### src/bba_pkg.sv
// Types, widths and codes shared by the bump allocator files.
package bba_pkg;

  // Bank geometry
  localparam int BANK_BITS = 16;

  // Field widths
  localparam int OP_W   = 3;
  localparam int REQ_W  = 32;
  localparam int NB_W   = 16;
  localparam int CUR_W  = 25;
  localparam int ADDR_W = 24;
  localparam int CNT_W  = 16;
  localparam int CFG_W  = 8;

  // Working width for sums: covers a rounded 32-bit request and a whole-bank span
  localparam int SUM_W = ((NB_W + BANK_BITS + 1) > (REQ_W + 2)) ?
                         (NB_W + BANK_BITS + 1) : (REQ_W + 2);

  // Configuration port
  localparam int PADDR_W = 4;
  localparam int PDATA_W = 32;
  localparam int IDX_W   = PADDR_W - 2;

  localparam logic [IDX_W-1:0] REG_FIRST_BANK = IDX_W'(0);
  localparam logic [IDX_W-1:0] REG_LAST_BANK  = IDX_W'(1);
  localparam logic [IDX_W-1:0] REG_BANK_COUNT = IDX_W'(2);

  // Opcodes
  localparam logic [OP_W-1:0] OP_ALLOC   = 3'd0;
  localparam logic [OP_W-1:0] OP_SPAN    = 3'd1;
  localparam logic [OP_W-1:0] OP_BANKS   = 3'd2;
  localparam logic [OP_W-1:0] OP_MARK    = 3'd3;
  localparam logic [OP_W-1:0] OP_RELEASE = 3'd4;
  localparam logic [OP_W-1:0] OP_FOOT    = 3'd5;

  typedef struct packed {
    logic [CFG_W-1:0] foot_bank;
    logic [CFG_W-1:0] top_bank;
    logic [CFG_W-1:0] bank_count;
  } cfg_t;

  typedef struct packed {
    logic [CUR_W-1:0] cursor;
    logic [CUR_W-1:0] floor_mark;
    logic [CNT_W-1:0] refusals;
  } state_t;

  typedef struct packed {
    logic [OP_W-1:0]  opcode;
    logic [REQ_W-1:0] request_bytes;
    logic [NB_W-1:0]  bank_count;
    logic [CUR_W-1:0] release_mark;
  } req_t;

  typedef struct packed {
    logic [ADDR_W-1:0] result_address;
    logic              release_refused;
    logic [CNT_W-1:0]  refusal_count;
    logic [CUR_W-1:0]  cursor_now;
  } res_t;

endpackage

### src/bba_step.sv
// Allocator datapath: next cursor, floor, refusal count and result for one item.
module bba_step (
  input  bba_pkg::cfg_t   cfg,
  input  bba_pkg::state_t state,
  input  bba_pkg::req_t   req,
  output bba_pkg::state_t state_next,
  output bba_pkg::res_t   res
);
  import bba_pkg::*;

  localparam logic [SUM_W-1:0] BANK_SIZE = SUM_W'(1) << BANK_BITS;
  localparam logic [SUM_W-1:0] BANK_MASK = BANK_SIZE - SUM_W'(1);
  localparam logic [SUM_W-1:0] ADDR_CEIL = SUM_W'(1) << ADDR_W;

  logic [SUM_W-1:0] end_raw;
  logic [SUM_W-1:0] heap_end;
  logic [SUM_W-1:0] foot_raw;
  logic [SUM_W-1:0] heap_foot;
  logic [SUM_W-1:0] cur_w;
  logic [SUM_W-1:0] size_rnd;
  logic [SUM_W-1:0] bank_top;
  logic [SUM_W-1:0] blk_base;
  logic [SUM_W-1:0] byte_base;
  logic [SUM_W-1:0] byte_end;
  logic [SUM_W-1:0] bank_base;
  logic [SUM_W-1:0] bank_num;
  logic [SUM_W-1:0] bank_span;
  logic [SUM_W-1:0] bank_stop;
  logic             heap_live;
  logic             too_big;
  logic             byte_ok;
  logic             bank_ok;

  // Heap limits, saturated at the top of the address space
  always_comb begin
    end_raw   = (SUM_W'(cfg.top_bank) + SUM_W'(1)) << BANK_BITS;
    heap_end  = (end_raw > ADDR_CEIL) ? ADDR_CEIL : end_raw;
    foot_raw  = SUM_W'(cfg.foot_bank) << BANK_BITS;
    heap_foot = (foot_raw > ADDR_CEIL) ? ADDR_CEIL : foot_raw;
    heap_live = (cfg.bank_count != '0);
  end

  // Byte allocation: round to 4; for OP_ALLOC, hop to the next bank if a block would straddle
  always_comb begin
    cur_w     = SUM_W'(state.cursor);
    size_rnd  = (SUM_W'(req.request_bytes) + SUM_W'(3)) & ~SUM_W'(3);
    bank_top  = (cur_w | BANK_MASK) + SUM_W'(1);
    blk_base  = ((cur_w + size_rnd) > bank_top) ? bank_top : cur_w;
    byte_base = (req.opcode == OP_ALLOC) ? blk_base : cur_w;
    too_big   = (req.opcode == OP_ALLOC) && (size_rnd > BANK_SIZE);
    byte_end  = byte_base + size_rnd;
    byte_ok   = heap_live && (req.request_bytes != '0) && !too_big &&
                (byte_end <= heap_end);
  end

  // Whole-bank allocation from the next bank boundary
  always_comb begin
    bank_base = (cur_w + BANK_MASK) & ~BANK_MASK;
    bank_num  = bank_base >> BANK_BITS;
    bank_span = SUM_W'(req.bank_count) << BANK_BITS;
    bank_stop = bank_base + bank_span;
    bank_ok   = heap_live && (req.bank_count != '0) && (bank_stop <= heap_end);
  end

  // Opcode selection
  always_comb begin
    state_next          = state;
    res.result_address  = '0;
    res.release_refused = 1'b0;
    case (req.opcode)
      OP_ALLOC, OP_SPAN: begin
        if (byte_ok) begin
          state_next.cursor  = byte_end[CUR_W-1:0];
          res.result_address = byte_base[ADDR_W-1:0];
        end
      end
      OP_BANKS: begin
        if (bank_ok) begin
          state_next.cursor  = bank_stop[CUR_W-1:0];
          res.result_address = bank_num[ADDR_W-1:0];
        end
      end
      OP_MARK: begin
        state_next.floor_mark = state.cursor;
      end
      OP_RELEASE: begin
        if (req.release_mark < state.floor_mark) begin
          res.release_refused = 1'b1;
          state_next.refusals = state.refusals + CNT_W'(1);
        end else begin
          state_next.cursor = req.release_mark;
        end
      end
      OP_FOOT: begin
        state_next.cursor = heap_foot[CUR_W-1:0];
      end
      default: begin
      end
    endcase
    res.refusal_count = state_next.refusals;
    res.cursor_now    = state_next.cursor;
  end

endmodule

### src/bank_aware_bump_allocator.sv
// Bump allocator over a run of banks: one item a cycle while results are taken, one result per item.
// An accepted item is held in the input register, then moves on to the result register.
// Throughput: one item per cycle unless the result register stalls; the cursor is updated as each result is registered.
// The input stage only stalls while the result register is full and not taken.
// Synchronous reset clears cursor, floor mark, refusal count, config and both stages.
module bank_aware_bump_allocator (
  input  logic                          clk,
  input  logic                          rst,
  // configuration port
  input  logic                          psel,
  input  logic                          penable,
  input  logic                          pwrite,
  input  logic [bba_pkg::PADDR_W-1:0]   paddr,
  input  logic [bba_pkg::PDATA_W-1:0]   pwdata,
  output logic [bba_pkg::PDATA_W-1:0]   prdata,
  output logic                          pready,
  // request channel
  input  logic                          req_valid,
  output logic                          req_ready,
  input  logic [bba_pkg::OP_W-1:0]      opcode,
  input  logic [bba_pkg::REQ_W-1:0]     request_bytes,
  input  logic [bba_pkg::NB_W-1:0]      bank_count,
  input  logic [bba_pkg::CUR_W-1:0]     release_mark,
  // result channel
  output logic                          res_valid,
  input  logic                          res_ready,
  output logic [bba_pkg::ADDR_W-1:0]    result_address,
  output logic                          release_refused,
  output logic [bba_pkg::CNT_W-1:0]     refusal_count,
  output logic [bba_pkg::CUR_W-1:0]     cursor_now
);
  import bba_pkg::*;

  cfg_t             cfg;
  state_t           state;
  state_t           state_next;
  req_t             req_q;
  logic             in_full;
  res_t             res_next;
  res_t             res_q;
  logic             advance;
  logic [IDX_W-1:0] reg_idx;

  // Handshake control
  assign advance   = in_full && (!res_valid || res_ready);
  assign req_ready = !in_full || advance;
  assign pready    = 1'b1;
  assign reg_idx   = paddr[PADDR_W-1:2];

  // Input register payload
  always_ff @(posedge clk) begin
    if (req_valid && req_ready) begin
      req_q.opcode        <= opcode;
      req_q.request_bytes <= request_bytes;
      req_q.bank_count    <= bank_count;
      req_q.release_mark  <= release_mark;
    end
  end

  // Result register payload
  always_ff @(posedge clk) begin
    if (advance) begin
      res_q <= res_next;
    end
  end

  // Stage occupancy, allocator state and configuration
  always_ff @(posedge clk) begin
    if (rst) begin
      in_full   <= 1'b0;
      res_valid <= 1'b0;
      state     <= '0;
      cfg       <= '0;
    end else begin
      if (req_valid && req_ready) begin
        in_full <= 1'b1;
      end else if (advance) begin
        in_full <= 1'b0;
      end
      if (advance) begin
        res_valid <= 1'b1;
        state     <= state_next;
      end else if (res_ready) begin
        res_valid <= 1'b0;
      end
      if (psel && penable && pwrite && pready) begin
        case (reg_idx)
          REG_FIRST_BANK: cfg.foot_bank  <= pwdata[CFG_W-1:0];
          REG_LAST_BANK:  cfg.top_bank   <= pwdata[CFG_W-1:0];
          REG_BANK_COUNT: cfg.bank_count <= pwdata[CFG_W-1:0];
          default: begin
          end
        endcase
      end
    end
  end

  // Register readback
  always_comb begin
    case (reg_idx)
      REG_FIRST_BANK: prdata = PDATA_W'(cfg.foot_bank);
      REG_LAST_BANK:  prdata = PDATA_W'(cfg.top_bank);
      REG_BANK_COUNT: prdata = PDATA_W'(cfg.bank_count);
      default:        prdata = '0;
    endcase
  end

  bba_step u_step (
    .cfg        (cfg),
    .state      (state),
    .req        (req_q),
    .state_next (state_next),
    .res        (res_next)
  );

  // Result fields
  assign result_address  = res_q.result_address;
  assign release_refused = res_q.release_refused;
  assign refusal_count   = res_q.refusal_count;
  assign cursor_now      = res_q.cursor_now;

endmodule

### config.mk
export PLATFORM = sky130hd
export DESIGN_NAME = bank_aware_bump_allocator
export DESIGN_NICKNAME = d
export VERILOG_FILES = /design/src/bba_pkg.sv /design/src/bba_step.sv /design/src/bank_aware_bump_allocator.sv
export SDC_FILE = /design/constraint.sdc
export NUM_CORES = 1
export LEC_CHECK = 0
export ABC_AREA = 1
export ABC_CLOCK_PERIOD_IN_PS = 10900
export BUFFER_PORTS_ARGS = -buffer_cell sky130_fd_sc_hd__buf_2
export CAP_MARGIN = 20
export CORE_MARGIN = 1
export CORE_UTILIZATION = 35
export DETAILED_ROUTE_END_ITERATION = 12
export GPL_ROUTABILITY_DRIVEN = 0
export PLACE_DENSITY = 0.55
export SLEW_MARGIN = 20
export SYNTH_ARGS = -nofsm -noshare
export SYNTH_HDL_FRONTEND = slang
export SYNTH_HIERARCHICAL = 1
export SYNTH_SLANG_ARGS = --single-unit
### constraint.sdc
create_clock -name clk -period 10.9 [get_ports clk]
set_input_delay 2.18 -clock clk [delete_from_list [all_inputs] [get_ports clk]]
set_output_delay 2.18 -clock clk [all_outputs]
set_load 0.005 [all_outputs]
==> impl_results.md, run 1 <==
* Hold Buf Count CTS at 0
* Mux contribution to synthesized area at 0%
* Endpoint type of the worst setup path: register
* Worst Path Required at about 11000 ps
* Peak supply drop at 0.116 mV
* Max cap viols at 0
* GRT Total Usage at between 20% and 30%
* Layout cells sized above 1 at around an eighth
* Vert. Die Dim at approximately 220 µm
* Seq pwr share at between 30% and 40%
* Synth Warn # at 6
* Pwr Density at around 140 nW/µm²
* Synth Instances at approximately 2300
* Worst skew pair latency at between 500 and 600 ps
* Largest net degree at the start of global routing at 91
* LEAKAGE at roughly 8.6 nW
* CP startpoint kind: register
* Row count at 80
* Most common cell on crit path: nand2_1
* Maximum net fanout on the critical path at 34
* Slowest stage cell, crit path: nor4_2
* TritonCTS buffer count at 30
* Internal Power at around 1.8 mW
* Fin crit share at between 90% and 100%
* Layout Nets at approximately 2700
* Final slew viol count at 0
* Post-CTS Setup Inserts at 0
* EDFF count, synth at roughly 140
* Longest Clk Path Bufs at 3
* Worst Path Arrival at between 10000 and 15000 ps
* Via density per instance at approximately 5
* HP Class: register to register
* Unique cell type count in the Yosys netlist at between 50 and 60
* Post-synthesis adder-cell area fraction at between 8 and 9%
* Period minus WS final at between 9000 and 10000 ps
* Pre-antenna DRT Iters at 7
* Core area at approximately 48000 µm²
* Setup CP Type: register to register
* Input/output buffers at 168
* XOR/XNOR share of the synthesized area at approximately 4.5%
* Final setup vio count at 0
* Asr flop ratio synth at 0%
* Clk pin slew, worst setup/hold paths at around 60 ps
* Switch share at a little under a third
* Sequential-to-total area share from yosys stat at 35.7%
* Non-Filler Instances at approximately 3100
* # clock sinks at ~230
* Routed vias at roughly 16000
* CP peak stage delay at between 400 and 500 ps
* First-pass GRT wire length at 80100 µm
* Final Hold Fails at 0
* Placed Instances at just over 3000
* Setup TNS Final at 0 ps
* DIE AREA at 49800 µm²
* Fmax at between 100 and 150 MHz
* Clock skew at approximately 16 ps
* Post-route ant nets at 0
* Synth Area in Simple Gates at between 20% and 30%
* Max-Slew Margin vs Limit at 31.4%
* Slew @ Worst Pin at 1030 ps
* Psw at around 0.83 mW
* Initial Utilization at 35.7%
* Setup WS pre-CTS at between 1000 and 1500 ps
* Layout Area Growth over Synthesis at 11.8%
* H-tree Lvls at 1
* Remaining DRCs at 0
* Vias in the first global route at between 10000 and 15000
* Most common cell after layout, fill and taps aside: nand2_1
* Most frequent cells in the layout: nand2_1, nor2_1, inv_1
* Combinational family with the most area after synthesis: simple AND/OR/NAND/NOR gates
* RSZ-0062 raised after global routing: no
* Comb pwr share at 22.4%
* Clk network pwr share at around 38%
* DP Wirelength at 40000 µm
* Routed len/inst at ~17 µm
* Chip width at approximately 220 µm
* Synth Flop Type: edfxtp_1
* Final worst slack at around 900 ps
* Final WL at 51600 µm
* Post-route cell area at ~19000 µm²
* Root Buffer: clkbuf_16
* Total gr overflow at 0
* CTS tree: built
* Status: finished, final reports clean
* Yosys reg bits at between 200 and 250
* # IOs at 220
* Area of the mapped netlist at approximately 17000 µm²
* Antenna violations before repair at 0
* Placed cell areas at around 18000 µm²
* N_diodes at 0
* Initial DRC count at about 1000
* Compound-Gate Fraction of Synth Area at between 10% and 20%
* Mean Syn Cell Area at roughly 7.3 µm²
-- cell type report --
cell class	count	area [µm²]
flip-flops and latches	234	6110
multi-input cells	1750	9290
repair buffers	181	958
inverters	267	1010
clock buffers	36	805
well taps	615	769
clock inverters	20	199
fillers	5038	28800
-- power groups by stage --
| stage | Clock (mW) | Sequential (mW) | Combinational [mW] |
|---|---|---|---|
| finish | 0.999 | 1.04 | 0.588 |
| global route | 1.06 | 1.05 | 0.663 |
| global placement | 0 | 1.06 | 0.567 |
| floorplan | 0 | 1.05 | 0.440 |
| detailed placement | 0 | 1.06 | 0.577 |
| CTS | 1.03 | 1.04 | 0.581 |
-- repair_timing --
action	4_1_cts	5_1_grt
gates resized for setup	0	5
endpoints found under the setup margin	0	4
endpoints found under the hold margin	0	0
-- sequential cells by signal (all words and copies together), names as in the netlist --
| name | count |
|---|---|
| req_q | 76 |
| state | 66 |
| cursor_now | 25 |
| cfg | 24 |
| result_address | 24 |
| refusal_count | 16 |
| in_full | 1 |
| release_refused | 1 |
| res_valid | 1 |
-- routing by layer --
metal,vias to the layer above,track usage (%),wire length (µm)
met5,-,0,0
met1,7237,27.5,23800
met2,438,33.1,23300
met4,0,6.27,1560
met3,83,2.78,2880
li1,7885,-,-
-- through the flow --
stage                     power (mW)  hold WS [ps]  utilization [%]
after floorplan                 1.49           475                -
after global placement          1.63           485             37.7
after detailed placement        1.64           497             37.7
after CTS                       2.65           506             39.8
after global routing            2.77           529             39.9
final                           2.63           506             39.9
-- synth_stat cells (all sizes together), types with 7 or more instances --
library cell / number / share of area [%]
dfxtp: 92 / 11
nor2: 394 / 9.2
xnor2: 27 / 1.4
inv: 265 / 5.8
nor4: 11 / 0.44
nand2: 567 / 13
a31oi: 27 / 0.99
nand3: 121 / 3.6
o21ai: 161 / 4.7
nor3: 24 / 0.86
a21oi: 99 / 2.9
nand4: 57 / 2.1
clkbuf: 31 / 0.68
edfxtp: 142 / 25
xor2: 60 / 3.1
o211ai: 7 / 0.31
ha: 113 / 8.3
buf: 90 / 4.1
-- logic make-up after synthesis --
| family | after synthesis |
|---|---|
| AO/OA/AOI/OAI | 328 |
| XOR/XNOR | 87 |
| adder cells (fa/ha/maj) | 116 |
| buffers and inverters | 388 |
| flip-flops | 234 |
| other | 2 |
| AND/OR/NAND/NOR | 1194 |
-- critical path, delay by kind of cell (launching register included) --
family	cells	cell delay (ps)
simple gates	44	6580
compound gates	3	580
fa+ha+maj	5	1380
xor+xnor	3	610
buf+inv	3	350
flops	1	320
-- path summary, 6_finish.rpt --
kind	from	endpoint	slack, ps	cells after the start
max	req_q[41]$_DFFE_PP_	state[55]$_SDFFE_PP0P_	900	58
min	state[30]$_SDFFE_PP0P_	state[30]$_SDFFE_PP0P_	510	2
max reg2reg	req_q[41]$_DFFE_PP_	state[55]$_SDFFE_PP0P_	900	58
min reg2reg	state[30]$_SDFFE_PP0P_	state[30]$_SDFFE_PP0P_	510	2
Note: power is estimated with default switching activity, not from simulation.
==> inputs of run 2 (changes only) <==
Settings changed: CORE_UTILIZATION 35 to 43, PLACE_DENSITY 0.55 to 0.64.
==> impl_results.md, run 2 (synthesized netlist as in run 1, its figures left out) <==
* Final Hold Fails at 0
* Final slew viol count at 0
* Longest Clk Path Bufs at 3
* Comb pwr share at 22.7%
* Placed Instances at a little under 3000
* Chip width at between 200 and 250 µm
* Input/output buffers at ~170
* Max cap viols at 0
* Core area at roughly 39000 µm²
* Fmax at 99.4 MHz
* Endpoint type of the worst setup path: register
* Worst Path Required at between 10000 and 15000 ps
* Peak supply drop at around 0.11 mV
* Pwr Density at around 140 nW/µm²
* Post-CTS Setup Inserts at 0
* Switch share at around a third
* Slowest stage cell, crit path: edfxtp_1
* First-pass GRT wire length at roughly 76000 µm
* Most common cell after layout, fill and taps aside: nand2_1
* CP peak stage delay at ~440 ps
* Vias in the first global route at 14400
* Most frequent cells in the layout: nand2_1, nor2_1, inv_1
* Clk network pwr share at a little under two fifths
* Row count at 72
* Routed len/inst at ~16 µm
* Layout Nets at between 2000 and 3000
* # clock sinks at between 200 and 250
* Pre-antenna DRT Iters at 6
* Non-Filler Instances at 2997
* GRT Total Usage at a little under a quarter
* Psw at roughly 0.81 mW
* Post-route ant nets at 0
* Worst skew pair latency at about 580 ps
* Final setup vio count at 0
* # IOs at 220
* Layout Area Growth over Synthesis at 10.3%
* DP Wirelength at 37400 µm
* Initial DRC count at approximately 1300
* Root Buffer: clkbuf_16
* Routed vias at around 16000
* Clock skew at roughly 26 ps
* RSZ-0062 raised after global routing: no
* Antenna violations before repair at 0
* Internal Power at ~1.8 mW
* WHS at 501 ps
* Setup CP Type: register to register
* Largest net degree at the start of global routing at just over 90
* Seq pwr share at around two fifths
* Fin crit share at between 90% and 100%
* TritonCTS buffer count at 27
* Via density per instance at 5.30
* Worst Path Arrival at approximately 11000 ps
* CTS tree: built
* Largest reg by FF count: req_q
* Maximum net fanout on the critical path at 34
* CTS resizes at 0
* Period minus WS final at roughly 10000 ps
* Layout cells sized above 1 at roughly an eighth
* DIE AREA at around 41000 µm²
* Initial Utilization at approximately 44%
* Setup TNS Final at 0 ps
* Vert. Die Dim at 201 µm
* H-tree Lvls at 1
* CP startpoint kind: register
* Total gr overflow at 0
* Max-Slew Margin vs Limit at around 30%
* Status: finished, final reports clean
* LEAKAGE at roughly 8.6 nW
* Final WL at around 49000 µm
* Slew @ Worst Pin at roughly 1000 ps
* Most common cell on crit path: nand2_1
* Remaining DRCs at 0
* N_diodes at 0
* Hold Buf Count CTS at 0
* Largest register FFs at 76
* Clk pin slew, worst setup/hold paths at about 60 ps
* HP Class: register to register
[run 2: cell count changes in the layout (fill, tap and decap cells not counted), moves of 2 or more]
cell | before | now
clkinv_4 | 2 | 0
clkbuf_16 | 31 | 28
inv_6 | 3 | 1
buf_4 | 12 | 10
[run 2: per-stage QoR]
| step | area (µm²) | utilization [%] | total power, mW | setup WS (ps) |
|---|---|---|---|---|
| 3_3_place_gp | 17900 | 46.1 | 1.61 | 1310 |
| 4_1_cts | 18900 | 48.5 | 2.58 | 1120 |
| 5_1_grt | 18900 | 48.5 | 2.70 | 14.9 |
| 2_1_floorplan | 17200 | - | 1.49 | 3230 |
| 6_report | 18900 | 48.5 | 2.56 | 835 |
| 3_5_place_dp | 17900 | 46.1 | 1.63 | 1190 |
[run 2: layout make-up]
cell class / count / area, µm²
multi-input combinational: 1750 / 9270
fill: 3888 / 20100
timing repair buffer: 178 / 916
clock buffer: 34 / 743
inverter: 267 / 1010
clock inverter: 16 / 180
tap: 518 / 648
sequential: 234 / 6110
[run 2: routing by layer]
metal	up-vias	routed length (µm)	track usage, %
li1	7858	-	-
met1	7311	21600	32.5
met2	609	22100	38.1
met3	97	3460	2.38
met4	0	1380	7.52
met5	-	0	0
[run 2: power by group through the flow]
| stage | Combinational (mW) | Sequential, mW | Clock [mW] |
|---|---|---|---|
| 3_5_place_dp | 0.568 | 1.06 | 0 |
| 5_1_grt | 0.654 | 1.05 | 0.997 |
| 6_report | 0.580 | 1.04 | 0.941 |
| 4_1_cts | 0.573 | 1.04 | 0.964 |
| 2_1_floorplan | 0.440 | 1.05 | 0 |
| 3_3_place_gp | 0.556 | 1.06 | 0 |
[run 2: worst max-delay path: cells and delay by family, from the launching register on]
family          cells  cell delay [ps]
compound gates      6             1270
xor+xnor            2              400
fa+ha+maj           5             1400
buf+inv             4              480
flops               1              440
simple gates       44             5930
[run 2: worst paths after layout]
check / start / end / slack [ps] / cells past startpoint
max: req_q[46]$_DFFE_PP_ / state[54]$_SDFFE_PP0P_ / 830 / 61
min: state[13]$_SDFFE_PP0P_ / state[13]$_SDFFE_PP0P_ / 500 / 2
max reg2reg: req_q[46]$_DFFE_PP_ / state[54]$_SDFFE_PP0P_ / 830 / 61
min reg2reg: state[13]$_SDFFE_PP0P_ / state[13]$_SDFFE_PP0P_ / 500 / 2
